**src/hdl/assert_macros.svh**
```systemverilog
// assertion macros shared by the random source modules
`ifndef ASSERT_MACROS_SVH
`define ASSERT_MACROS_SVH

// property must hold at every clock edge outside reset
`define XRS_ASSERT(label, prop, msg) \
  label: assert property (@(posedge clk_i) disable iff (!rst_ni) (prop)) else $error(msg);

// antecedent in one cycle implies consequent in the next
`define XRS_ASSERT_NEXT(label, ante, cons, msg) \
  label: assert property (@(posedge clk_i) disable iff (!rst_ni) (ante) |=> (cons)) \
    else $error(msg);

`endif

```
**src/hdl/xrs_pkg.sv**
```systemverilog
// shared types, constants and helpers for the xorshift32 random source
package xrs_pkg;

  localparam int unsigned WordW = 32;
  localparam int unsigned CntW  = 5;

  localparam logic [WordW-1:0] GEN_RESET_WORD = 32'hDEAD_BEEF;
  localparam int unsigned      SHIFT_A        = 13;
  localparam int unsigned      SHIFT_B        = 17;
  localparam int unsigned      SHIFT_C        = 5;

  // request codes
  localparam logic [1:0] REQ_INT  = 2'd0;
  localparam logic [1:0] REQ_BOOL = 2'd1;
  localparam logic [1:0] REQ_FRAC = 2'd2;

  localparam logic [CntW-1:0] LAST_STEP = 5'd31;

  typedef enum logic [1:0] {
    ST_IDLE,
    ST_DIVIDE,
    ST_WAIT_OUT
  } xrs_state_e;

  // controller to datapath
  typedef struct packed {
    logic load;   // capture a request; advance the generator for bool, fraction and positive-bound integer requests
    logic step;   // one restoring division step
    logic push;   // move the work result into the output register
  } xrs_cmd_t;

  // datapath to controller
  typedef struct packed {
    logic is_div;    // pending input needs the divider
    logic div_done;  // current step is the last one
    logic out_free;  // output register can take a result
  } xrs_sts_t;

  function automatic logic [WordW-1:0] xs_next(input logic [WordW-1:0] x);
    logic [WordW-1:0] a;
    logic [WordW-1:0] b;
    a = x ^ (x << SHIFT_A);
    b = a ^ (a >> SHIFT_B);
    return b ^ (b << SHIFT_C);
  endfunction

endpackage

```
**src/hdl/xorshift32_random_source.sv**
```systemverilog
// top level of the xorshift32 random source
// bool, fraction, unused code, bound <= 0: capture, then output load once the output register is free
// integer requests with a positive bound: capture, 32 remainder steps, then output load once it is free
// throughput: one request at a time, for integer requests set by the one-bit-per-cycle remainder unit
// the output register frees the input side while a result waits for its transfer
// reset: generator word goes to 0xDEADBEEF, controller idle, no result pending
module xorshift32_random_source import xrs_pkg::*; (
  input  logic                    clk_i,
  input  logic                    rst_ni,
  // request channel
  input  logic                    in_valid_i,
  output logic                    in_ready_o,
  input  logic [1:0]              req_type_i,
  input  logic signed [WordW-1:0] upper_bound_i,
  // result channel
  output logic                    out_valid_o,
  input  logic                    out_ready_i,
  output logic [WordW-1:0]        result_value_o,
  // seed register write channel
  input  logic                    cfg_valid_i,
  output logic                    cfg_ready_o,
  input  logic [WordW-1:0]        seed_value_i
);

  xrs_cmd_t cmd;
  xrs_sts_t sts;
  logic     seed_we;

  // seed writes land in the generator word (a zero seed becomes 1), always taken
  assign cfg_ready_o = 1'b1;
  assign seed_we     = cfg_valid_i && cfg_ready_o;

  // sequencer: capture, divide, hand off to the output register
  xrs_ctrl u_ctrl (
    .clk_i      (clk_i),
    .rst_ni     (rst_ni),
    .in_valid_i (in_valid_i),
    .in_ready_o (in_ready_o),
    .sts_i      (sts),
    .cmd_o      (cmd)
  );

  // generator word, remainder unit, output register
  xrs_datapath u_datapath (
    .clk_i          (clk_i),
    .rst_ni         (rst_ni),
    .cmd_i          (cmd),
    .sts_o          (sts),
    .req_type_i     (req_type_i),
    .upper_bound_i  (upper_bound_i),
    .seed_we_i      (seed_we),
    .seed_value_i   (seed_value_i),
    .out_ready_i    (out_ready_i),
    .out_valid_o    (out_valid_o),
    .result_value_o (result_value_o)
  );

endmodule

```
**src/hdl/xrs_datapath.sv**
```systemverilog
// generator word, iterative remainder unit and output register
`include "assert_macros.svh"

module xrs_datapath import xrs_pkg::*; (
  input  logic                    clk_i,
  input  logic                    rst_ni,
  input  xrs_cmd_t                cmd_i,
  output xrs_sts_t                sts_o,
  input  logic [1:0]              req_type_i,
  input  logic signed [WordW-1:0] upper_bound_i,
  input  logic                    seed_we_i,
  input  logic [WordW-1:0]        seed_value_i,
  input  logic                    out_ready_i,
  output logic                    out_valid_o,
  output logic [WordW-1:0]        result_value_o
);

  logic [WordW-1:0] state_q, state_d;
  logic [WordW-1:0] rem_q, rem_d;
  logic [WordW-1:0] dvd_q, dvd_d;
  logic [WordW-2:0] dvs_q, dvs_d;
  logic [CntW-1:0]  cnt_q, cnt_d;
  logic [WordW-1:0] out_q, out_d;
  logic             out_valid_q, out_valid_d;

  logic [WordW-1:0] next_word;
  logic             bound_pos;
  logic [WordW-1:0] trial;

  assign next_word = xs_next(state_q);
  assign bound_pos = !upper_bound_i[WordW-1] && (upper_bound_i != '0);
  assign trial     = {rem_q[WordW-2:0], dvd_q[WordW-1]};

  assign sts_o.is_div   = (req_type_i == REQ_INT) && bound_pos;
  assign sts_o.div_done = (cnt_q == LAST_STEP);
  assign sts_o.out_free = !out_valid_q || out_ready_i;

  always_comb begin
    state_d     = state_q;
    rem_d       = rem_q;
    dvd_d       = dvd_q;
    dvs_d       = dvs_q;
    cnt_d       = cnt_q;
    out_d       = out_q;
    out_valid_d = out_valid_q;

    if (cmd_i.load) begin
      rem_d = '0;
      case (req_type_i)
        REQ_INT: begin
          if (bound_pos) begin
            state_d = next_word;
            dvd_d   = next_word;
            dvs_d   = upper_bound_i[WordW-2:0];
            cnt_d   = '0;
          end
        end
        REQ_BOOL: begin
          state_d = next_word;
          rem_d   = {{(WordW-1){1'b0}}, next_word[0]};
        end
        REQ_FRAC: begin
          state_d = next_word;
          rem_d   = next_word;
        end
        default: rem_d = '0;
      endcase
    end

    if (cmd_i.step) begin
      if (trial >= {1'b0, dvs_q}) begin
        rem_d = trial - {1'b0, dvs_q};
      end else begin
        rem_d = trial;
      end
      dvd_d = {dvd_q[WordW-2:0], 1'b0};
      cnt_d = cnt_q + 1'b1;
    end

    if (seed_we_i) begin
      state_d = (seed_value_i == '0) ? {{(WordW-1){1'b0}}, 1'b1} : seed_value_i;
    end

    if (cmd_i.push) begin
      out_d       = rem_q;
      out_valid_d = 1'b1;
    end else if (out_ready_i) begin
      out_valid_d = 1'b0;
    end
  end

  always_ff @(posedge clk_i or negedge rst_ni) begin
    if (!rst_ni) begin
      state_q     <= GEN_RESET_WORD;
      out_valid_q <= 1'b0;
    end else begin
      state_q     <= state_d;
      out_valid_q <= out_valid_d;
    end
  end

  always_ff @(posedge clk_i) begin
    rem_q <= rem_d;
    dvd_q <= dvd_d;
    dvs_q <= dvs_d;
    cnt_q <= cnt_d;
    out_q <= out_d;
  end

  assign out_valid_o    = out_valid_q;
  assign result_value_o = out_q;

  `XRS_ASSERT(a_state_nonzero, state_q != '0, "generator word reached zero")
  `XRS_ASSERT_NEXT(a_push_sets_valid, cmd_i.push, out_valid_q, "pushed result not presented")

endmodule

```
**src/hdl/xrs_ctrl.sv**
```systemverilog
// request sequencer for the random source
`include "assert_macros.svh"

module xrs_ctrl import xrs_pkg::*; (
  input  logic     clk_i,
  input  logic     rst_ni,
  input  logic     in_valid_i,
  output logic     in_ready_o,
  input  xrs_sts_t sts_i,
  output xrs_cmd_t cmd_o
);

  xrs_state_e state_q, state_d;

  always_ff @(posedge clk_i or negedge rst_ni) begin
    if (!rst_ni) begin
      state_q <= ST_IDLE;
    end else begin
      state_q <= state_d;
    end
  end

  always_comb begin
    state_d    = state_q;
    cmd_o      = '0;
    in_ready_o = 1'b0;
    unique case (state_q)
      ST_IDLE: begin
        in_ready_o = 1'b1;
        if (in_valid_i) begin
          cmd_o.load = 1'b1;
          state_d    = sts_i.is_div ? ST_DIVIDE : ST_WAIT_OUT;
        end
      end
      ST_DIVIDE: begin
        cmd_o.step = 1'b1;
        if (sts_i.div_done) begin
          state_d = ST_WAIT_OUT;
        end
      end
      ST_WAIT_OUT: begin
        if (sts_i.out_free) begin
          cmd_o.push = 1'b1;
          state_d    = ST_IDLE;
        end
      end
      default: state_d = ST_IDLE;
    endcase
  end

  `XRS_ASSERT(a_push_when_free, !cmd_o.push || sts_i.out_free, "result pushed over pending one")
  `XRS_ASSERT_NEXT(a_load_leaves_idle, cmd_o.load, state_q != ST_IDLE, "load did not start work")
  `XRS_ASSERT_NEXT(a_div_finishes, cmd_o.step && sts_i.div_done, state_q == ST_WAIT_OUT,
                   "division end missed")
  `XRS_ASSERT(a_one_cmd, $onehot0({cmd_o.load, cmd_o.step, cmd_o.push}), "overlapping commands")

endmodule
```
**config.mk**
```make
export PLATFORM = sky130hd
export DESIGN_NAME = xorshift32_random_source
export DESIGN_NICKNAME = d
export VERILOG_FILES = /design/src/hdl/xrs_pkg.sv /design/src/hdl/xorshift32_random_source.sv /design/src/hdl/xrs_datapath.sv /design/src/hdl/xrs_ctrl.sv
export VERILOG_INCLUDE_DIRS = /design/src /design/src/hdl
export SDC_FILE = /design/constraint.sdc
export NUM_CORES = 1
export LEC_CHECK = 0
export ABC_CLOCK_PERIOD_IN_PS = 4350
export BUFFER_PORTS_ARGS = -buffer_cell sky130_fd_sc_hd__buf_2
export CAP_MARGIN = 25
export CORE_MARGIN = 2
export CORE_UTILIZATION = 45
export DETAILED_ROUTE_END_ITERATION = 16
export HOLD_SLACK_MARGIN = 0.12
export SLEW_MARGIN = 20
export SYNTH_ARGS = -nofsm -noshare
export SYNTH_HDL_FRONTEND = slang
export SYNTH_SLANG_ARGS = --single-unit
```
**constraint.sdc**
```tcl
create_clock -name clk_i -period 4.35 [get_ports clk_i]
set_input_delay 0.2175 -clock clk_i [delete_from_list [all_inputs] [get_ports clk_i]]
set_output_delay 0.2175 -clock clk_i [all_outputs]
set_load 0.02 [all_outputs]
```
# Yosys cells after proc, flatten, opt, wreduce, memory -nomap -nowiden
# Cells that the tools add are included.
[classes]
addsub = 2
n_lt_le_gt_ge = 1
n_eq_ne = 9
muxes = 30
bitwise = 3
n_reduce_logical = 20
[op_table]
columns = ["op", "count"]
rows = [
  ["$mux 32", 11],
  ["$pmux 32 s2", 2],
  ["$xor 32x32->32", 2],
  ["$ge 32x31->1", 1],
  ["$logic_not 32->1", 1],
  ["$reduce_bool 32->1", 1],
  ["$sub 32x31->32", 1],
  ["$xor 32x15->32", 1],
  ["$mux 5", 4],
  ["$reduce_and 3->1", 4],
  ["$reduce_bool 2->1", 5],
  ["$mux 1", 8],
  ["$mux 2", 4],
  ["$ne 2x2->1 const B", 3],
  ["$pmux 2 s3", 1],
  ["$add 5x1->5 const B", 1],
  ["$eq 5x5->1 const B", 1],
  ["$eq 2x1->1 const B", 2],
  ["$eq 2x2->1 const B", 2],
  ["$logic_not 2->1", 2],
  ["$ne 3x2->1 const B", 1],
  ["$reduce_bool 3->1", 1],
  ["$logic_and 1x1->1", 2],
  ["$logic_not 1->1", 2],
  ["2 further kinds", 2],
]
[totals]
ff_bits = 167
in_bits = 71
out_inout_bits = 35
word_cells = 74

# Longest topological paths before layout
[depth]
depth_word = 7
ltp_mapped = 13
mapped_depth_nobuf = 11

# Hierarchy
# Synthesis repeated with hierarchy kept, for this count alone.
[unflattened]
cells_unflattened = 891
hier_area_um2 = 9581.7
[by_module_without_submodules]
columns = ["mod", "n_inst", "cells_each", "area_each_um2", "seq_area_each_um2"]
rows = [
  ["xrs_datapath", 1, 876, 9444.1, 4809.6],
  ["xrs_ctrl", 1, 13, 126.4, 50.0],
  ["xorshift32_random_source", 1, 2, 11.3, 0.0],
]

# Least setup slack after synthesis
# OpenSTA, ideal clock, no wires.
[synth_path]
path_type = "reg-to-reg"
start = "register u_datapath.dvd_q[31]"
end = "register u_datapath.rem_q[11], data pin"
setup_ps = 271
t_arrival_ps = 2794
t_required_ps = 4079
path_slack_ps = 1285
path_stages_with_launch = 14
path_buffers = 2
synth_period_minus_slack_ps = 3065
path_cell_list = "edfxtp_1 inv_1 ha_1 fa_1 nor2b_4 o31a_1 o41ai_4 o221ai_2 o211ai_2 and2_4 buf_12 buf_12 mux2i_1 o22ai_1"
[synth_between]
elab_chain_cells = 3
word_cells_on_any_way = 4
classes_between = "add/sub (1); order compare (1); mux (2)"
[synth_lines]
columns = ["item", "line", "source"]
rows = [
  ["from (decl)", "xrs_datapath.sv:20", "logic [WordW-1:0] dvd_q, dvd_d;"],
  ["from (signal assigned)", "xrs_datapath.sv:104", "dvd_q <= dvd_d;"],
  ["$sub 32x31->32 / $ge 32x31->1 (equally long branches)", "xrs_datapath.sv:72, xrs_datapath.sv:71", ""],
  ["$mux 32 *", "xrs_datapath.sv:71", "if (trial >= {1'b0, dvs_q}) begin"],
  ["$mux 32 *", "xrs_datapath.sv:70", "if (cmd_i.step) begin"],
  ["via u_datapath.rem_d[11]", "xrs_datapath.sv:19", "logic [WordW-1:0] rem_q, rem_d;"],
  ["to (signal assigned)", "xrs_datapath.sv:103", "rem_q <= rem_d;"],
  ["to (decl)", "xrs_datapath.sv:19", ""],
]
# The timed path passes the listed nets; every way through them passes the cells marked *.
# A chain may end at the register's enable or synchronous reset.

# Worst setup path in the final report
[layout_path]
start = "register u_datapath.dvd_q[31]"
end = "register u_datapath.rem_q[30], data pin"
# Same word-level chain as after synthesis.

==> reports/summary.txt <==
CLOCKING
-----------------------------------------------------------------------------------------
Inserted Clock Buffers                                                                 17
TritonCTS clock tree                                                                built
Post-CTS Repair Setup Buffers                                                           0
Max Buffers Root-to-Sink                                                                2
Hold-fix buffer count after cts                                                        61
# H-tree levels                                                                         4
Number of sinks driven by the clock tree                                              167
Clk pin slew, worst setup/hold paths                                              0.07 ns
Quantity of gates resized following cts                                                 0
Clock root buffer                                                            sky130_fd_sc_hd__clkbuf_16
Later-pin clock latency in the skew report                                        0.44 ns

PLACEMENT
-----------------------------------------------------------------------------------------
Number of port buffers                                                                104
Placed cell area                                                               10100 um^2
Global placement routability congestion                                             0.909
Setup WS pre-CTS                                                                 0.782 ns
Placed wire-length estimate after detailed placement                              18.3 mm

STA
-----------------------------------------------------------------------------------------
Number of slew-limit violations in the final report                                     0
Worst Hold Margin                                                                0.144 ns
Max transition margin                                                               0.400
Fmax                                                                              279 MHz
Final Hold Vio Count                                                                    0
Worst-Margin Slew                                                                0.900 ns
Setup repair after global routing missed its margin                                    no
Summed negative setup slack over all endpoints                                       0 ns
Count of final setup violators                                                          0
Final cycle utilization of the critical path                                        0.825
Post-layout worst setup margin                                                   0.761 ns
Clock tree skew after final layout                                              0.0108 ns
Final critical path time including I/O delays and setup                           3.59 ns

FLOORPLAN
-----------------------------------------------------------------------------------------
Die extent in y                                                                    148 um
Die extent in x                                                                    148 um
Initial cell density of the core                                                    0.461
Core region area                                                               20300 um^2
Count of boundary I/O pins                                                            106
Area of the die                                                                22000 um^2
Number of core rows                                                                    52

FINAL LAYOUT
-----------------------------------------------------------------------------------------
Count of fill cells added during filler insertion                                    1788
Ant diodes                                                                              0
Share of final-layout standard cells stronger than drive strength 1                 0.174
Final instance area                                                            11300 um^2
Area Growth Syn to Fin                                                              20.7%
Net total in the final layout                                                        1149

WORST SETUP PATH
-----------------------------------------------------------------------------------------
Slowest-stage cell, CP                                                       sky130_fd_sc_hd__and2_4
Crit-path max FO                                                                       28
Critical path's largest stage delay                                               0.51 ns
Critical path class                                                          register to register
Setup crit start kind                                                            register
Kind of cell with the highest combined delay on the critical path            compound AO/OA/AOI/OAI gates
Number of buffer and inverter instances along the worst setup path                      2
Nature of the critical path endpoint                                             register
Arrival time at the worst endpoint                                                3.74 ns
Required time of the worst setup path                                             4.50 ns
Cell Chain, Critical Path                                                    inv_1 -> ha_1 -> fa_1 -> nor2b_4 -> o31a_1 -> o41ai_4 -> buf_4 -> o221ai_2 -> o211ai_2 -> and2_4 -> nand2b_1 -> o221ai_1

SYNTH
-----------------------------------------------------------------------------------------
Most area-consuming cells after synthesis                                    sky130_fd_sc_hd__edfxtp_1 42%, sky130_fd_sc_hd__dfstp_2 6.7%, sky130_fd_sc_hd__xnor2_1 5.9%
Proportion of register bits with asynchronous set or reset after synthesis          0.210
Seq cells post-synth                                                                  167
Post-synthesis cell area                                                        9360 um^2
Top post-synthesis cells by count                                            131 x sky130_fd_sc_hd__edfxtp_1, 77 x sky130_fd_sc_hd__nand2_1, 72 x sky130_fd_sc_hd__o21ai_0
Average cell area after synthesis                                               10.5 um^2
Most common cell in the synthesized netlist                                  sky130_fd_sc_hd__edfxtp_1
Commonest register cell after synthesis                                      sky130_fd_sc_hd__edfxtp_1
Count of warnings emitted by yosys                                                      0
Area share of the leading cell type in the synthesized netlist                      0.420
Distinct cell type count of the synthesized netlist                                    65
Number of cells produced by synthesis                                                 887
Number of flops mapped to enable cells by yosys                                       131
Cell taking the most area after synthesis                                    sky130_fd_sc_hd__edfxtp_1
Fraction of the yosys area taken by sequential cells                                0.519
Post-synth net total                                                                  995

RUN
-----------------------------------------------------------------------------------------
# Max-Cap Violations                                                                    0

ROUTING
-----------------------------------------------------------------------------------------
Via count of the routed design                                                       7368
Metal-1 WL                                                                        12.1 mm
Topmost layer with routed signal wires                                               met4
Detailed-router iteration count before antenna repair                                   6
Number of remaining DRC errors                                                          0
Starting DRC count in detailed routing                                                620
Total Routed Length                                                               25.3 mm
Met3 Routed Length                                                                1.26 mm
WL per Instance                                                                   19.1 um
Detailed route wirelength on metal2                                               11.5 mm
Average vias per placed instance                                                     5.56
Routed Antenna Nets                                                                     0

PWR
-----------------------------------------------------------------------------------------
Worst IR Drop VDD                                                                  627 uV
Power consumption                                                                 9.54 mW
Leakage power of the design                                                       4.46 nW
PD cells                                                                      845 nW/um^2

RUN STATUS
-----------------------------------------------------------------------------------------
Status                                                                       finished clean

GLOBAL ROUTE
-----------------------------------------------------------------------------------------
Antenna violations before repair                                                        0
Number of global-route vias before repair                                            7106
Maximum number of pins on one net before global-route repair                           45
Aggregate global-route resource usage                                               0.233
Global-route wire length before repair                                            39.2 mm
Aggregate global routing overflow                                                       0

HOLD PATH
-----------------------------------------------------------------------------------------
Class of the most critical hold timing path                                  primary input to register

[final timing paths]
check                                     start                            end  slack, ns  depth (start not counted)
hold reg to reg            u_datapath.rem_q[31]  u_datapath.result_value_o[31]       0.47                          0
setup / recovery           u_datapath.dvd_q[31]           u_datapath.rem_q[30]       0.76                         12
max in group asynchronous                rst_ni          u_datapath.state_q[8]       3.38                          2
setup reg to reg           u_datapath.dvd_q[31]           u_datapath.rem_q[30]       0.76                         12
min in group asynchronous                rst_ni         u_datapath.state_q[29]       0.43                          2
hold / removal                 seed_value_i[24]         u_datapath.state_q[24]       0.14                          3
[through the flow]
step            util  cells
6_report       0.556   1324
5_1_grt        0.556   1324
4_1_cts        0.556   1324
3_5_place_dp   0.498   1231
3_3_place_gp   0.498   1231
2_1_floorplan      -    887
[cell type report]
cell class	count	area [um^2]	area share
multi-input cells	631	4120	0.365
inverters	46	173	0.0153
flip-flops and latches	167	4860	0.430
clock buffers	17	425	0.0377
repair buffers	178	1230	0.109
well taps	270	338	0.0299
clock inverters	15	145	0.0129
[routing by layer]
layer	up-vias	track usage
met1	3538	0.338
met5	-	0
met4	0	0.0600
li1	3566	-
met2	228	0.369
met3	36	0.0359
[logic make-up after synthesis]
| family | after synthesis | share of synthesized area |
|---|---|---|
| adders and majority gates | 37 | 0.0503 |
| AOI/OAI and AO/OA | 245 | 0.161 |
| buffers and inverters | 89 | 0.0408 |
| muxes | 23 | 0.0246 |
| and+or+nand+nor | 232 | 0.116 |
| DFF | 167 | 0.519 |
| xor gates and xnor gates | 93 | 0.0871 |
| other | 1 | 0.000401 |
[worst min-delay path, cell delays in order]
cell,delay (ns)
sky130_fd_sc_hd__buf_2,0.10
sky130_fd_sc_hd__o21ai_0,0.08
sky130_fd_sc_hd__a21oi_1,0.14
[placed cells by master, fill, tap and decap left out, types with 6 or more instances in the layout]
master                          count
sky130_fd_sc_hd__nor2_1            62
sky130_fd_sc_hd__dfrtp_1           11
sky130_fd_sc_hd__buf_4             13
sky130_fd_sc_hd__nand3_1           16
sky130_fd_sc_hd__nor3_1            11
sky130_fd_sc_hd__clkbuf_16         17
sky130_fd_sc_hd__a21o_1            11
sky130_fd_sc_hd__ha_1              36
sky130_fd_sc_hd__xor2_1            30
sky130_fd_sc_hd__dfstp_2           24
sky130_fd_sc_hd__a21oi_1           71
sky130_fd_sc_hd__nand2b_1           6
sky130_fd_sc_hd__o21a_1             6
sky130_fd_sc_hd__edfxtp_1         131
sky130_fd_sc_hd__o21ai_0           72
sky130_fd_sc_hd__a22o_1             6
sky130_fd_sc_hd__xnor2_1           63
sky130_fd_sc_hd__buf_2            104
sky130_fd_sc_hd__o22ai_1           23
sky130_fd_sc_hd__mux2i_1           23
sky130_fd_sc_hd__inv_1             45
sky130_fd_sc_hd__nand2_1           77
sky130_fd_sc_hd__nand4_1           13
sky130_fd_sc_hd__dlygate4sd3_1     61
sky130_fd_sc_hd__nor4_1            17
sky130_fd_sc_hd__o21ai_1            7
[registers in the layout, indices dropped and copies added, names as in the netlist]
signal,flops
u_datapath.dvd_q,32
u_datapath.rem_q,32
u_datapath.result_value_o,32
u_datapath.state_q,32
u_datapath.dvs_q,31
u_datapath.cnt_q,5
u_ctrl.state_q,2
u_datapath.out_valid_o,1
[report_power, final]
group	total, mW	switching [mW]	internal (mW)
combinational	5.15	3.30	1.85
sequential	2.91	0.414	2.50
clock	1.47	0.671	0.800
Note: power is estimated with default switching activity, not from simulation.
